### config.mk
export PLATFORM = sky130hd
export DESIGN_NAME = utf16_to_utf8_transcoder_top
export DESIGN_NICKNAME = d
export VERILOG_FILES = /design/src/hw/rtl/u16u8_pkg.sv /design/src/hw/rtl/u16u8_front.sv /design/src/hw/rtl/u16u8_jobq.sv /design/src/hw/rtl/u16u8_back.sv /design/src/hw/rtl/utf16_to_utf8_transcoder_top.sv
export SDC_FILE = /design/constraint.sdc
export NUM_CORES = 1
export LEC_CHECK = 0
export ABC_AREA = 1
export BUFFER_PORTS_ARGS = -buffer_cell sky130_fd_sc_hd__buf_2
export CORE_MARGIN = 4
export CORE_UTILIZATION = 61
export DETAILED_ROUTE_END_ITERATION = 10
export PLACE_DENSITY = 0.8
export SETUP_SLACK_MARGIN = 0.3
export SYNTH_ARGS = -nofsm -noshare
export SYNTH_HDL_FRONTEND = slang
export SYNTH_SLANG_ARGS = --single-unit
### constraint.sdc
create_clock -name clk -period 4.4 [get_ports clk]
set_input_delay 0.44 -clock clk [delete_from_list [all_inputs] [get_ports clk]]
set_output_delay 0.44 -clock clk [all_outputs]
set_load 0.03 [all_outputs]
### src/hw/rtl/u16u8_pkg.sv
// Package with the shared types, constants and the UTF-8 encoder function.
`default_nettype none

package u16u8_pkg;

    localparam int JOB_BYTES   = 6;
    localparam int JOBQ_DEPTH  = 2;
    localparam int CP_W        = 21;

    localparam logic [5:0]  HIGH_SUR_TAG = 6'b110110;
    localparam logic [5:0]  LOW_SUR_TAG  = 6'b110111;
    localparam logic [20:0] SUPP_BASE    = 21'h10000;
    localparam logic [15:0] HIGH_SUR_LO  = 16'hD800;

    // One item's worth of UTF-8 bytes, first byte in slot 0.
    typedef struct packed {
        logic [JOB_BYTES-1:0][7:0] bytes;
        logic [2:0]                count;
        logic                      last;
    } job_t;

    typedef struct packed {
        logic [3:0][7:0] b;
        logic [2:0]      len;
    } enc_t;

    function automatic enc_t encode_cp(input logic [CP_W-1:0] cp);
        enc_t e;
        e = '0;
        if (cp < 21'h80) begin
            e.b[0] = cp[7:0];
            e.len  = 3'd1;
        end
        else if (cp < 21'h800) begin
            e.b[0] = {3'b110, cp[10:6]};
            e.b[1] = {2'b10, cp[5:0]};
            e.len  = 3'd2;
        end
        else if (cp < SUPP_BASE) begin
            e.b[0] = {4'b1110, cp[15:12]};
            e.b[1] = {2'b10, cp[11:6]};
            e.b[2] = {2'b10, cp[5:0]};
            e.len  = 3'd3;
        end
        else begin
            e.b[0] = {5'b11110, cp[20:18]};
            e.b[1] = {2'b10, cp[17:12]};
            e.b[2] = {2'b10, cp[11:6]};
            e.b[3] = {2'b10, cp[5:0]};
            e.len  = 3'd4;
        end
        return e;
    endfunction

endpackage

`default_nettype wire

### src/hw/rtl/u16u8_front.sv
// Front end: takes code units, pairs surrogates and builds the byte list of each item.
`default_nettype none

module u16u8_front
    import u16u8_pkg::*;
(
    input  wire logic        clk,
    input  wire logic        rst_n,
    input  wire logic [15:0] code_unit,
    input  wire logic        last_unit,
    input  wire logic        push,
    input  wire logic        q_full,
    output logic             full,
    output logic             wr_en,
    output job_t             wr_job
);

    logic       pending_reg, pending_next;
    logic [9:0] held_reg, held_next;
    logic       accept;
    logic       is_high, is_low;
    enc_t       enc_held, enc_unit, enc_pair;
    logic [CP_W-1:0] pair_cp;

    assign full    = q_full;
    assign accept  = push && !q_full;
    assign is_high = (code_unit[15:10] == HIGH_SUR_TAG);
    assign is_low  = (code_unit[15:10] == LOW_SUR_TAG);
    assign pair_cp = SUPP_BASE + {1'b0, held_reg, code_unit[9:0]};

    always_comb
    begin
        enc_held = encode_cp({5'd0, HIGH_SUR_LO | {6'd0, held_reg}});
        enc_unit = encode_cp({5'd0, code_unit});
        enc_pair = encode_cp(pair_cp);
        pending_next = pending_reg;
        held_next    = held_reg;
        wr_job       = '0;
        wr_job.last  = last_unit;

        if (pending_reg && is_low) begin
            for (int k = 0; k < 4; k++)
            begin
                wr_job.bytes[k] = enc_pair.b[k];
            end
            wr_job.count = enc_pair.len;
            pending_next = 1'b0;
        end
        else begin
            // A held high surrogate that finds no partner goes out first, ahead of any bytes of the new unit.
            if (pending_reg) begin
                for (int k = 0; k < 3; k++)
                begin
                    wr_job.bytes[k] = enc_held.b[k];
                end
                wr_job.count = 3'd3;
            end
            pending_next = 1'b0;
            if (is_high && !last_unit) begin
                pending_next = 1'b1;
                held_next    = code_unit[9:0];
            end
            else if (pending_reg) begin
                for (int k = 0; k < 3; k++)
                begin
                    wr_job.bytes[3 + k] = enc_unit.b[k];
                end
                wr_job.count = 3'd3 + enc_unit.len;
            end
            else begin
                for (int k = 0; k < 3; k++)
                begin
                    wr_job.bytes[k] = enc_unit.b[k];
                end
                wr_job.count = enc_unit.len;
            end
        end
    end

    assign wr_en = accept && (wr_job.count != 3'd0);

    always_ff @(posedge clk or negedge rst_n)
    begin
        if (!rst_n) begin
            pending_reg <= 1'b0;
            held_reg    <= '0;
        end
        else if (accept) begin
            pending_reg <= pending_next;
            held_reg    <= held_next;
        end
    end

endmodule

`default_nettype wire

### src/hw/rtl/u16u8_jobq.sv
// Short register queue of byte lists between the front and back ends.
`default_nettype none

module u16u8_jobq
    import u16u8_pkg::*;
#(
    parameter int DEPTH = JOBQ_DEPTH
)
(
    input  wire logic clk,
    input  wire logic rst_n,
    input  wire logic wr_en,
    input  job_t      wr_job,
    input  wire logic rd_en,
    output job_t      head,
    output logic      q_empty,
    output logic      q_full
);

    localparam int PTR_W = (DEPTH > 1) ? $clog2(DEPTH) : 1;
    localparam int CNT_W = $clog2(DEPTH + 1);
    localparam logic [PTR_W-1:0] LAST_PTR = PTR_W'(DEPTH - 1);
    localparam logic [CNT_W-1:0] FULL_CNT = CNT_W'(DEPTH);

    job_t             mem_reg [DEPTH];
    logic [PTR_W-1:0] wr_ptr_reg, rd_ptr_reg;
    logic [CNT_W-1:0] cnt_reg;
    logic             do_wr, do_rd;

    assign q_empty = (cnt_reg == '0);
    assign q_full  = (cnt_reg == FULL_CNT);
    assign do_wr   = wr_en && !q_full;
    assign do_rd   = rd_en && !q_empty;
    assign head    = mem_reg[rd_ptr_reg];

    always_ff @(posedge clk)
    begin
        if (do_wr) begin
            mem_reg[wr_ptr_reg] <= wr_job;
        end
    end

    always_ff @(posedge clk or negedge rst_n)
    begin
        if (!rst_n) begin
            wr_ptr_reg <= '0;
            rd_ptr_reg <= '0;
            cnt_reg    <= '0;
        end
        else begin
            if (do_wr) begin
                wr_ptr_reg <= (wr_ptr_reg == LAST_PTR) ? '0 : wr_ptr_reg + 1'b1;
            end
            if (do_rd) begin
                rd_ptr_reg <= (rd_ptr_reg == LAST_PTR) ? '0 : rd_ptr_reg + 1'b1;
            end
            if (do_wr && !do_rd) begin
                cnt_reg <= cnt_reg + 1'b1;
            end
            else if (do_rd && !do_wr) begin
                cnt_reg <= cnt_reg - 1'b1;
            end
        end
    end

endmodule

`default_nettype wire

### src/hw/rtl/u16u8_back.sv
// Back end: walks the byte list at the queue head into the output register, one byte a cycle while the receiver pops.
`default_nettype none

module u16u8_back
    import u16u8_pkg::*;
(
    input  wire logic clk,
    input  wire logic rst_n,
    input  job_t      head,
    input  wire logic q_empty,
    output logic      rd_en,
    input  wire logic pop,
    output logic      empty,
    output logic [7:0] out_byte,
    output logic      run_last,
    output logic      string_end
);

    logic [2:0] idx_reg;
    logic       valid_reg;
    logic [7:0] byte_reg;
    logic       run_last_reg, end_reg;
    logic       load, final_byte;

    // The output register refills whenever the queue has a job and the register is free or being taken this cycle.
    assign load       = !q_empty && (!valid_reg || pop);
    assign final_byte = (idx_reg == head.count - 3'd1);
    assign rd_en      = load && final_byte;

    assign empty      = !valid_reg;
    assign out_byte   = byte_reg;
    assign run_last   = run_last_reg;
    assign string_end = end_reg;

    always_ff @(posedge clk)
    begin
        if (load) begin
            byte_reg     <= head.bytes[idx_reg];
            run_last_reg <= final_byte;
            end_reg      <= final_byte && head.last;
        end
    end

    always_ff @(posedge clk or negedge rst_n)
    begin
        if (!rst_n) begin
            valid_reg <= 1'b0;
            idx_reg   <= '0;
        end
        else begin
            if (load) begin
                valid_reg <= 1'b1;
                idx_reg   <= final_byte ? 3'd0 : idx_reg + 3'd1;
            end
            else if (pop) begin
                valid_reg <= 1'b0;
            end
        end
    end

endmodule

`default_nettype wire

### src/hw/rtl/utf16_to_utf8_transcoder_top.sv
// An item taken at the input is written into the job queue and then loaded into the output register.
// The output register gives one byte per cycle while the receiver pops it; a plain unit yields
// one to three bytes and a surrogate pair four.
// The front end accepts one unit per cycle while the job queue has room.
// Reset (rst_n low, asynchronous) empties the queue and output and drops any held surrogate.
`default_nettype none

module utf16_to_utf8_transcoder_top
    import u16u8_pkg::*;
#(
    parameter int QUEUE_DEPTH = JOBQ_DEPTH
)
(
    input  wire logic        clk,
    input  wire logic        rst_n,
    input  wire logic [15:0] code_unit,
    input  wire logic        last_unit,
    input  wire logic        push,
    output logic             full,
    output logic [7:0]       out_byte,
    output logic             run_last,
    output logic             string_end,
    output logic             empty,
    input  wire logic        pop
);

    job_t wr_job, head;
    logic wr_en, rd_en, q_empty, q_full;

    u16u8_front u_front (
        .clk       (clk),
        .rst_n     (rst_n),
        .code_unit (code_unit),
        .last_unit (last_unit),
        .push      (push),
        .q_full    (q_full),
        .full      (full),
        .wr_en     (wr_en),
        .wr_job    (wr_job)
    );

    u16u8_jobq #(
        .DEPTH (QUEUE_DEPTH)
    ) u_jobq (
        .clk     (clk),
        .rst_n   (rst_n),
        .wr_en   (wr_en),
        .wr_job  (wr_job),
        .rd_en   (rd_en),
        .head    (head),
        .q_empty (q_empty),
        .q_full  (q_full)
    );

    u16u8_back u_back (
        .clk        (clk),
        .rst_n      (rst_n),
        .head       (head),
        .q_empty    (q_empty),
        .rd_en      (rd_en),
        .pop        (pop),
        .empty      (empty),
        .out_byte   (out_byte),
        .run_last   (run_last),
        .string_end (string_end)
    );

endmodule

`default_nettype wire

# Yosys cells after proc, flatten, opt, wreduce, memory -nomap -nowiden
# Memories as Yosys holds them, arrays and structs flattened.
# Cells that the tools add are included.
# Widths: inputs -> output; s select.
[word_totals]
reg_bits = 29
ram_bits = 104
in_bits = 21
word_cells = 93
memories = 1
[op_classes]
addsub = 8
order_cmp = 8
eq_ne = 4
mux = 38
bitwise = 1
reduce_logical = 23
[memory_table]
columns = ["memory", "depth", "word_bits", "rd", "rd_ports_with_merged_regs", "wr", "line", "source"]
rows = [
  ["u_jobq.mem_reg", 2, 52, 1, 0, 1, "u16u8_jobq.sv:25", "job_t mem_reg [DEPTH];"],
]
[op_table]
columns = ["cell", "count"]
rows = [
  ["$mux 27", 5],
  ["$mux 24", 3],
  ["$mux 16", 4],
  ["$mux 19", 3],
  ["$mux 51", 1],
  ["$mux 35", 1],
  ["$mux 11", 3],
  ["$lt 16x12->1 const B", 2],
  ["$lt 16x8->1 const B", 2],
  ["$mux 8", 4],
  ["$mux 25", 1],
  ["$bmux 8 s3", 1],
  ["$add 17x20->21 const A", 1],
  ["$lt 21x12->1 const B", 1],
  ["$lt 21x17->1 const B", 1],
  ["$lt 21x8->1 const B", 1],
  ["$eq 6x6->1 const B", 2],
  ["$logic_and 1x1->1", 11],
  ["$mux 1", 8],
  ["$logic_not 1->1", 6],
  ["$mux 3", 2],
  ["$lt 3x4->1 const B", 1],
  ["$mux 2", 2],
  ["$reduce_bool 2->1", 2],
  ["other kinds (13)", 14],
]

# Longest topological paths before layout
# Gate-level depths: netlist (run 1).
[logic_depth]
ltp_word = 16
depth_mapped = 15

# By module
# Synthesis (run 1) repeated with hierarchy kept, for this count alone.
[hier_totals]
hier_cells = 778
hier_area_um2 = 6905.4
[by_module_without_submodules]
columns = ["module", "instances", "cells_each", "area_each_um2"]
rows = [
  ["u16u8_jobq", 1, 303, 4038.9],
  ["u16u8_front", 1, 315, 1786.7],
  ["u16u8_back", 1, 160, 1079.8],
]

# Worst setup path before layout (run 1)
# Ideal clock, no wire load.
[synth_timing]
path_type = "flip-flop to flip-flop"
start = "reg u_front.held_reg[6]"
end = "mem u_jobq.mem_reg[1][0] (netlist bit) (enable)"
setup_time_ns = 0.454
t_arrival_ns = 3.501
t_required_ns = 3.946
setup_slack_ns = 0.445
stages_incl_launch_ff = 11
path_cell_list = "dfrtp_1 ha_1 inv_1 nand2_1 nor2_4 nand4_4 nand3_1 nand2_1 nand2_2 nand2_2 nor2_1"
[synth_between]
elab_chain_len = 11
[synth_lines]
columns = ["item", "line", "source"]
rows = [
  ["start, declared", "u16u8_front.sv:19", "logic [9:0] held_reg, held_next;"],
  ["start signal, assigned", "u16u8_front.sv:90", "held_reg <= held_next;"],
  ["$add 17x20->21 (*)", "u16u8_front.sv:29", "assign pair_cp = SUPP_BASE + {1'b0, held_reg, code_unit[9:0]};"],
  ["$lt 21x17->1", "u16u8_pkg.sv:39", "else if (cp < SUPP_BASE) begin"],
  ["$mux 25", "u16u8_pkg.sv:39", ""],
  ["$mux 19", "u16u8_pkg.sv:34", "else if (cp < 21'h800) begin"],
  ["$mux 11 (*)", "u16u8_pkg.sv:30", "if (cp < 21'h80) begin"],
  ["$mux 35 (*)", "u16u8_front.sv:41", "if (pending_reg && is_low) begin"],
  ["$reduce_bool 3->1 (*)", "u16u8_front.sv:80", "assign wr_en = accept && (wr_job.count != 3'd0);"],
  ["$logic_and 1x1->1 (*)", "u16u8_front.sv:80", ""],
  ["$logic_and 1x1->1 (*)", "u16u8_jobq.sv:32", "assign do_wr = wr_en && !q_full;"],
  ["$mux 1 (*)", "u16u8_jobq.sv:38", "if (do_wr) begin"],
  ["$mux 1 (implied by the code) (*)", "u16u8_jobq.sv:39", "mem_reg[wr_ptr_reg] <= wr_job;"],
  ["end, declared", "u16u8_jobq.sv:25", ""],
]
# Every way passes the cells marked *; elsewhere a longest branch is shown, timed or not.

# Final worst setup path (run 1)
[layout_timing]
start = "reg u_jobq.rd_ptr_reg"
end = "reg u_jobq.cnt_reg[1]"
[layout_between]
elab_chain_len = 8
[layout_lines]
columns = ["item", "line", "source"]
rows = [
  ["start, declared", "u16u8_jobq.sv:26", "logic [PTR_W-1:0] wr_ptr_reg, rd_ptr_reg;"],
  ["start signal, assigned", "u16u8_jobq.sv:55", "rd_ptr_reg <= (rd_ptr_reg == LAST_PTR) ? '0 : rd_ptr_reg + 1'b1;"],
  ["$mem_v2 2x52 (*)", "-", ""],
  ["$sub 3x1->3 (*)", "u16u8_back.sv:27", "assign final_byte = (idx_reg == head.count - 3'd1);"],
  ["$eq 3x3->1 (*)", "u16u8_back.sv:27", ""],
  ["via u_back.final_byte", "u16u8_back.sv:23", "logic load, final_byte;"],
  ["$logic_and 1x1->1 (*)", "u16u8_back.sv:28", "assign rd_en = load && final_byte;"],
  ["$logic_and 1x1->1 (*)", "u16u8_jobq.sv:33", "assign do_rd = rd_en && !q_empty;"],
  ["$logic_not 1->1", "u16u8_jobq.sv:57", "if (do_wr && !do_rd) begin"],
  ["$logic_and 1x1->1", "u16u8_jobq.sv:57", ""],
  ["$mux 2 / $reduce_bool 2->1 (equally long branches)", "-", ""],
  ["end signal, assigned", "u16u8_jobq.sv:58", "cnt_reg <= cnt_reg + 1'b1;"],
  ["end signal, assigned", "u16u8_jobq.sv:61", "cnt_reg <= cnt_reg - 1'b1;"],
  ["end, declared", "u16u8_jobq.sv:27", "logic [CNT_W-1:0] cnt_reg;"],
]
# The timed path passes the listed nets; every way through them passes the cells marked *.
# A chain may end at the register's enable or synchronous reset.

==> run summary, run 1 <==
DP HPWL: 11400 um
RR Startpoint: u_jobq.rd_ptr_reg
crit path launch type: flop
Synth area leader: edfxtp_1
# rows: 36
Synth Flop Type: edfxtp_1
Critical Path RT: 4800 ps
WS Path Type: reg2reg
vias after detailed routing: 4808
CTS H-tree depth: 4
initial antenna violation count: 0
P&R area growth vs syn: 13.2%
Final Max Tran Viols: 0
Bufs on Longest Clock Path: 2
Post-Synthesis Cell Area: 0.00615 mm^2
Die X: 108 um
register area share after synthesis: 59.5%
clk_lat worst skew: 520 ps
# IOs: 33
DR pass1 iterations: 6
worst slew pin tran: 658 ps
hold_ws: 199 ps
HP Start: last_unit
first-pass GRT wire length: 25900 um
Root Driver: clkbuf_8
GP Congestion: 0.968
critical path arrival: 3230 ps
Starting Density: 62.9%
Core Region: 0.00977 mm^2
Worst Hold Depth: 1
Final Hold Fails: 0
VDD IR-drop max: 0.000575 V
Detailed Route Iter0 Violations: 516
Final setup violation count: 0
Critical R2R Capture: u_jobq.cnt_reg[1]
Remaining DRCs: 0
number of flip-flops in the largest register: 96
GRT overflow: 0
Die Y: 108 um
pwr/cell area: 640 mW/mm^2
CTS sink cnt: 125
status: finished, final reports clean
Final Net Count: 652
vias in the first global route: 4670
antenna-violating nets left: 0
DR vias/cell: 6.22
max_cap viols: 0
Crit. End Element: flop
share of layout cells above drive strength 1: 16.3%
Worst Skew: 16.3 ps
WHS Endpoint: u_jobq.mem_reg[1][0]
clock buffer count from CTS: 17
P_leak: 2.72 nW
Hold WC Path Type: in2reg
fmax: 354 MHz
Tmin final: 2820 ps
syn_area_per_cell: 10.3 um^2
largest net degree at the start of global routing: 49
normalized max-slew margin: 56.1%
RSZ-0062 raised after global routing: no
Post-synth EDFFs: 106
CP max FO: 35
drt wl/cell: 21.9 um
fraction of registers with async set/reset: 15.2%
Total GRT Usage: 30.2%
ranking of synthesized cells by area: edfxtp_1 (52%), dfrtp_1 (7.7%), nand2_1 (5.9%), nor2_1 (4.8%), o21ai_0 (4.1%)
R2R setup slack: 1580 ps
Worst Reg-to-Reg Cells: 11
CTS tree: built
setup TNS: 0 ps
Yosys cell types: 46
clock slew at reported path FFs: 60 ps
fillers: 697
Port Buffer Count: 32
Synth warnings: 0
#FFs+latches synth: 125
Antenna diodes: 0
die area: 0.0118 mm^2
Cells after Synth: 596
Tcrit/Tclk final: 64.2%
post-synth top area share: 51.8%
synthesized net count: 621
Routed Wire Length: 16900 um
-- timing repair --
action                                 in CTS  in global routing
endpoints found under the hold margin      19                  0
resized for setup                           0                  0
hold buffers                                1                  0
setup buffers                               0                  0
-- kinds of logic (layout without fill, tap and decap cells) --
| kind of cell | after synthesis | count (layout) | share of synthesized area [%] |
|---|---|---|---|
| compound gates | 136 | 136 | 14.0 |
| xor+xnor | 8 | 8 | 1.14 |
| fa+ha+maj | 4 | 4 | 0.814 |
| buf+inv | 79 | 123 | 5.39 |
| flops | 125 | 125 | 59.5 |
| mux | 13 | 13 | 2.12 |
| simple gates | 231 | 231 | 17.0 |
-- cell usage after synthesis (3+ instances only) --
| cell | count |
|---|---|
| inv_2 | 8 |
| o21ai_0 | 50 |
| mux2i_1 | 13 |
| nor2_2 | 4 |
| a21oi_1 | 14 |
| nor2_1 | 79 |
| nand2_1 | 96 |
| o211ai_1 | 14 |
| o21ai_1 | 8 |
| nand3_2 | 3 |
| edfxtp_1 | 106 |
| buf_4 | 5 |
| ha_1 | 4 |
| o32ai_1 | 9 |
| xor2_1 | 6 |
| o221ai_1 | 14 |
| inv_1 | 42 |
| nand2_2 | 9 |
| o22ai_1 | 14 |
| buf_2 | 7 |
| dfrtp_1 | 19 |
| clkbuf_1 | 14 |
| a22oi_1 | 4 |
| nand3_1 | 26 |
-- worst max-delay path, cell delays in order, from the launching register on --
cell and delay (ps):
dfrtp_1 580, inv_2 590, nand2_1 130, nand2_1 110, xor2_1 150, nand2_1 140, inv_2 80, nand2_1 150
ha_1 380, a21oi_1 110, o21ai_0 110, xor2_1 150
-- through the flow --
| step | instances | setup WS (ps) | util [%] | cell area, um^2 | power (mW) |
|---|---|---|---|---|---|
| global placement | 740 | 1460 | 65.4 | 6390 | 3.06 |
| detailed placement | 740 | 1350 | 65.4 | 6390 | 3.13 |
| finish | 773 | 1580 | 71.2 | 6960 | 4.46 |
| CTS | 773 | 1600 | 71.2 | 6960 | 4.45 |
| global route | 773 | 1320 | 71.2 | 6960 | 4.66 |
| floorplan | 596 | 445 | - | 6150 | 2.74 |
-- cell type report --
| class | count | area (um^2) | area share, % |
|---|---|---|---|
| Clock buffer | 17 | 414 | 5.95 |
| Sequential cell | 125 | 3660 | 52.5 |
| Clock inverter | 15 | 148 | 2.12 |
| Timing Repair Buffer | 39 | 215 | 3.09 |
| Multi-Input combinational cell | 392 | 2170 | 31.1 |
| Inverter | 52 | 195 | 2.80 |
| Tap cell | 133 | 166 | 2.39 |
-- worst max path at each step --
stage                     cells after the start               endpoint           startpoint  slack (ps)
after floorplan                              10   u_jobq.mem_reg[1][0]  u_front.held_reg[6]         450
after CTS                                    11      u_jobq.cnt_reg[1]    u_jobq.rd_ptr_reg        1600
after global placement                       13  u_jobq.mem_reg[1][38]        code_unit[14]        1460
after detailed placement                     13  u_jobq.mem_reg[0][46]        code_unit[14]        1350
final                                        11      u_jobq.cnt_reg[1]    u_jobq.rd_ptr_reg        1580
after global routing                         11      u_jobq.cnt_reg[1]    u_jobq.rd_ptr_reg        1320
-- power by group --
group,switching [mW],internal [mW]
logic,0.955,0.396
clock network,0.512,0.802
registers,0.152,1.64
-- routing by layer --
metal  GRT usage (%)  vias up  routed length [um]
li1                -     2185                   -
met1            41.2     2273                6630
met2            46.5      311                7880
met3            8.48       39                1930
met4            11.5        0                 502
met5               0        -                   0
-- cell usage in the layout, fill, tap and decap left out, types with 2 or more instances in the layout --
cell type	count
clkinvlp_4	4
dfrtp_1	19
nand2_2	9
o21a_1	2
nand3_2	3
buf_4	6
clkinv_1	5
mux2i_1	13
inv_2	8
bufinv_16	2
o21ai_0	50
o211ai_1	14
nor2_4	3
a22oi_1	4
ha_1	4
edfxtp_1	106
o22ai_1	14
xnor2_1	2
clkinv_4	2
nand3_1	26
inv_6	2
xor2_1	6
nand2_4	2
buf_2	32
nor2_1	78
clkbuf_16	16
o221ai_1	14
clkinv_2	3
o21ai_1	8
nand4_1	2
nand2_1	96
nor2_2	4
a21oi_1	14
inv_1	41
o32ai_1	9
Power figures use the tool's default switching activity.
==> inputs of run 2 (changes only) <==
--- a/config.mk
+++ b/config.mk
@@ -5,7 +5,7 @@
 export SDC_FILE = /design/constraint.sdc
 export NUM_CORES = 1
 export LEC_CHECK = 0
-export ABC_AREA = 1
+export ABC_AREA = 0
 export BUFFER_PORTS_ARGS = -buffer_cell sky130_fd_sc_hd__buf_2
 export CORE_MARGIN = 4
 export CORE_UTILIZATION = 61
==> constraint.sdc (replaced) <==
create_clock -name clk -period 2.85 [get_ports clk]
set_input_delay 0.285 -clock clk [delete_from_list [all_inputs] [get_ports clk]]
set_output_delay 0.285 -clock clk [all_outputs]
set_load 0.03 [all_outputs]
==> run 2 against run 1 <==
Effect of this change: sequential share of layout area shrank 0.82 points; worst setup slack worse by 1200 ps; cell count shrank 16%; synthesized area is 1.8% lower; combinational power rose by 49%; critical endpoint is now u_jobq.mem_reg[0][22]; global-route usage is 2.4 points lower; sequential power is 52% higher; die area fell by 1.7%; clock skew down 2.0 ps; worst hold slack lost 150 ps; synthesized cell count decreased by 23%.
==> run summary, run 2 <==
# IOs: 33 (unchanged)
commonest non-fill, non-tap cell in the layout: edfxtp_1
first-pass GRT wire length: 23700 um (-8.5%)
pwr/cell area: 972 mW/mm^2 (+52%)
Die Y: 107 um (-0.85%)
Commonest cells post-synth: edfxtp_1 (106), a21oi_1 (29), nand2_1 (28)
Reg area: 0.00366 mm^2 (about the same)
# rows: 36 (unchanged)
pre-CTS setup slack: 275 ps (-1070 ps)
commonest cells after routing, fill and taps aside: edfxtp_1 (106), buf_2 (32), nand2_1 (28), a21oi_1 (28), nor2_1 (26)
P&R area growth vs syn: 17.3%
antenna-violating nets left: 0 (unchanged)
RSZ-0062 raised after global routing: no
register area share after synthesis: 60.6% (+1.1 points)
largest net degree at the start of global routing: 49 (unchanged)
normalized max-slew margin: 44.3% (-12 points)
Synth area leader: edfxtp_1
HP Start: pop
fin worst setup slack: 389 ps (-1190 ps)
setup TNS: 0 ps (unchanged)
post-synth top area share: 52.7% (+0.97 points)
Final Max Tran Viols: 0 (unchanged)
Worst setup startpoint: u_front.held_reg[6]
Starting Density: 62.3% (-0.58 points)
Crit. End Element: flop
WHS Endpoint: u_back.valid_reg
Core Region: 0.00968 mm^2 (-0.92%)
syn_area_per_cell: 13.2 um^2 (+28%)
Critical R2R Capture: u_jobq.mem_reg[0][22]
CTS tree: built
Final setup violation count: 0 (unchanged)
RR Startpoint: u_front.held_reg[6]
CP max FO: 14 (-60%)
ranking of synthesized cells by area: edfxtp_1 (53%), dfrtp_1 (7.9%), mux4_2 (7.8%), mux2i_1 (2.7%), a21oi_1 (2.4%)
Tmin final: 2460 ps (-363 ps)
Post-synth EDFFs: 106 (unchanged)
crit path launch type: flop
Yosys cell types: 54 (+17%)
Routed Wire Length: 15100 um (-11%)
P_leak: 2.63 nW (-3.4%)
DR pass1 iterations: 8 (+2)
cells along the critical path: ha_1, nor2_1, o211ai_1, buf_4, nor3_1, a21oi_1, o21ai_0
vias in the first global route: 4244 (-9.1%)
Detailed Route Iter0 Violations: 650 (+26%)
GRT overflow: 0 (unchanged)
footprint of the multi-input gates: 0.00221 mm^2 (+2.0%)
die area: 0.0116 mm^2 (-1.7%)
#FFs+latches synth: 125 (unchanged)
CTS sink cnt: 125 (unchanged)
Antenna diodes: 0 (unchanged)
synthesized net count: 483 (-22%)
Remaining DRCs: 0 (unchanged)
VDD IR-drop max: 0.000529 V (-8.0%)
critical path arrival: 2710 ps (-520 ps)
post-route cell area: 0.00708 mm^2 (+1.7%)
DP HPWL: 9820 um (-14%)
fmax: 406 MHz (+15%)
CTS H-tree depth: 4 (unchanged)
placed cell areas: 0.00643 mm^2 (+0.53%)
Final Net Count: 532 (-18%)
hold_ws: 47.0 ps (-152 ps)
Post-Synthesis Cell Area: 0.00604 mm^2 (-1.8%)
Total GRT Usage: 27.8% (-2.4 points)
vias after detailed routing: 4285 (-11%)
Die X: 107 um (-0.85%)
fraction of registers with async set/reset: 15.2% (unchanged)
fillers: 611 (-12%)
Hold WC Path Type: in2reg
DR vias/cell: 6.58 (+5.8%)
Final Hold Fails: 0 (unchanged)
R2R setup slack: 390 ps (-1190 ps)
Port Buffer Count: 32 (unchanged)
Worst Hold Depth: 3 (+2)
Worst Skew: 14.3 ps (-2.00 ps)
max_cap viols: 0 (unchanged)
worst slew pin tran: 828 ps (+170 ps)
utilization after layout: 73.1% (+1.9 points)
Slowest cell on crit path: dfrtp_2
status: finished, final reports clean
initial antenna violation count: 0 (unchanged)
Synth warnings: 0 (unchanged)
Worst Reg-to-Reg Cells: 7 (-4)
clock buffer count from CTS: 17 (unchanged)
most frequent cell after synthesis: edfxtp_1
Synth Flop Type: edfxtp_1
crit-path max cell delay: 490 ps (-100 ps)
Cells after Synth: 458 (-23%)
clk_lat worst skew: 520 ps (about the same)
share of layout cells above drive strength 1: 24.9% (+8.7 points)
Critical Path RT: 3100 ps (-1700 ps)
clock slew at reported path FFs: 60 ps (about the same)
Tcrit/Tclk final: 86.4% (+22 points)
WS Path Type: reg2reg
drt wl/cell: 23.2 um (+6.0%)
Bufs on Longest Clock Path: 2 (unchanged)
Root Driver: clkbuf_8
number of flip-flops in the largest register: 96 (unchanged)
GP Congestion: 1.01 (+3.9%)
[run 2: cell types whose count changed in the layout (fill, tap and decap cells not counted), moves of 9 or more]
cell	change
nor2_1	-52
o21ai_0	-29
mux2_2	+12
o211ai_1	-13
buf_4	+18
o32ai_1	-9
nand3_1	-20
nor3_1	+22
mux4_2	+21
nand2_2	-9
inv_1	-23
a21oi_1	+14
nand2_1	-68
[run 2: layout make-up]
| class | instances | share of cell area, % |
|---|---|---|
| well taps | 133 | 2.35 |
| clock inverters | 10 | 2.09 |
| clock buffers | 20 | 6.01 |
| flip-flops and latches | 125 | 51.7 |
| inverters | 18 | 0.954 |
| repair buffers | 60 | 5.66 |
| multi-input cells | 285 | 31.2 |
[run 2: how the worst max path moves through the flow]
stage / endpoint / slack (ps) / cells past startpoint
2_1_floorplan: u_jobq.cnt_reg[1] / 400 / 12
5_1_grt: u_jobq.mem_reg[0][24] / 290 / 7
6_report: u_jobq.mem_reg[0][22] / 390 / 7
3_3_place_gp: u_jobq.mem_reg[0][21] / 380 / 6
4_1_cts: u_jobq.mem_reg[1][21] / 330 / 7
3_5_place_dp: u_jobq.cnt_reg[1] / 270 / 9
[run 2: metal layers]
layer	wire length (um)	up-vias	GRT usage, %
met2	7490	275	44.9
met1	6020	2097	37.7
met3	1340	41	7.80
met5	0	-	0
met4	269	0	7.30
li1	-	1872	-
[run 2: report_power, final]
part / leakage [nW] / internal [mW] / switching [mW]
Combinational: 1.12 / 0.838 / 1.17
Clock: 0.275 / 1.39 / 0.736
Sequential: 1.23 / 2.55 / 0.192
Total: 2.63 / 4.78 / 2.10
[run 2: repair_timing]
action | 4_1_cts | 5_1_grt
hold buffers | 2 | 0
gates resized for setup | 0 | 8
endpoints found under the setup margin | 4 | 32
hold endpoints to repair | 21 | 0
pin swaps | 2 | 0
buffers inserted | 3 | 2
[run 2: logic make-up (layout without fill, tap and decap cells)]
logic type,count (synthesis),after routing,share of synthesized area [%]
mux,50,50,13.0
compound gates,107,107,11.5
xor+xnor,10,10,1.45
fa+ha+maj,4,4,0.829
flops,125,125,60.6
simple gates,114,114,9.33
buf+inv,48,108,3.34
[run 2: critical path, delay by kind of cell (launching register included)]
family	cells	cell delay [ps]
AOI/OAI and AO/OA	3	740
DFF	1	490
adders and majority gates	1	390
and+or+nand+nor	2	330
buffers and inverters	1	230
[run 2: stage by stage]
step	power, mW	cells
2_1_floorplan	4.16	458
3_3_place_gp	4.63	614
3_5_place_dp	4.70	614
4_1_cts	6.88	649
5_1_grt	7.18	651
6_report	6.88	651
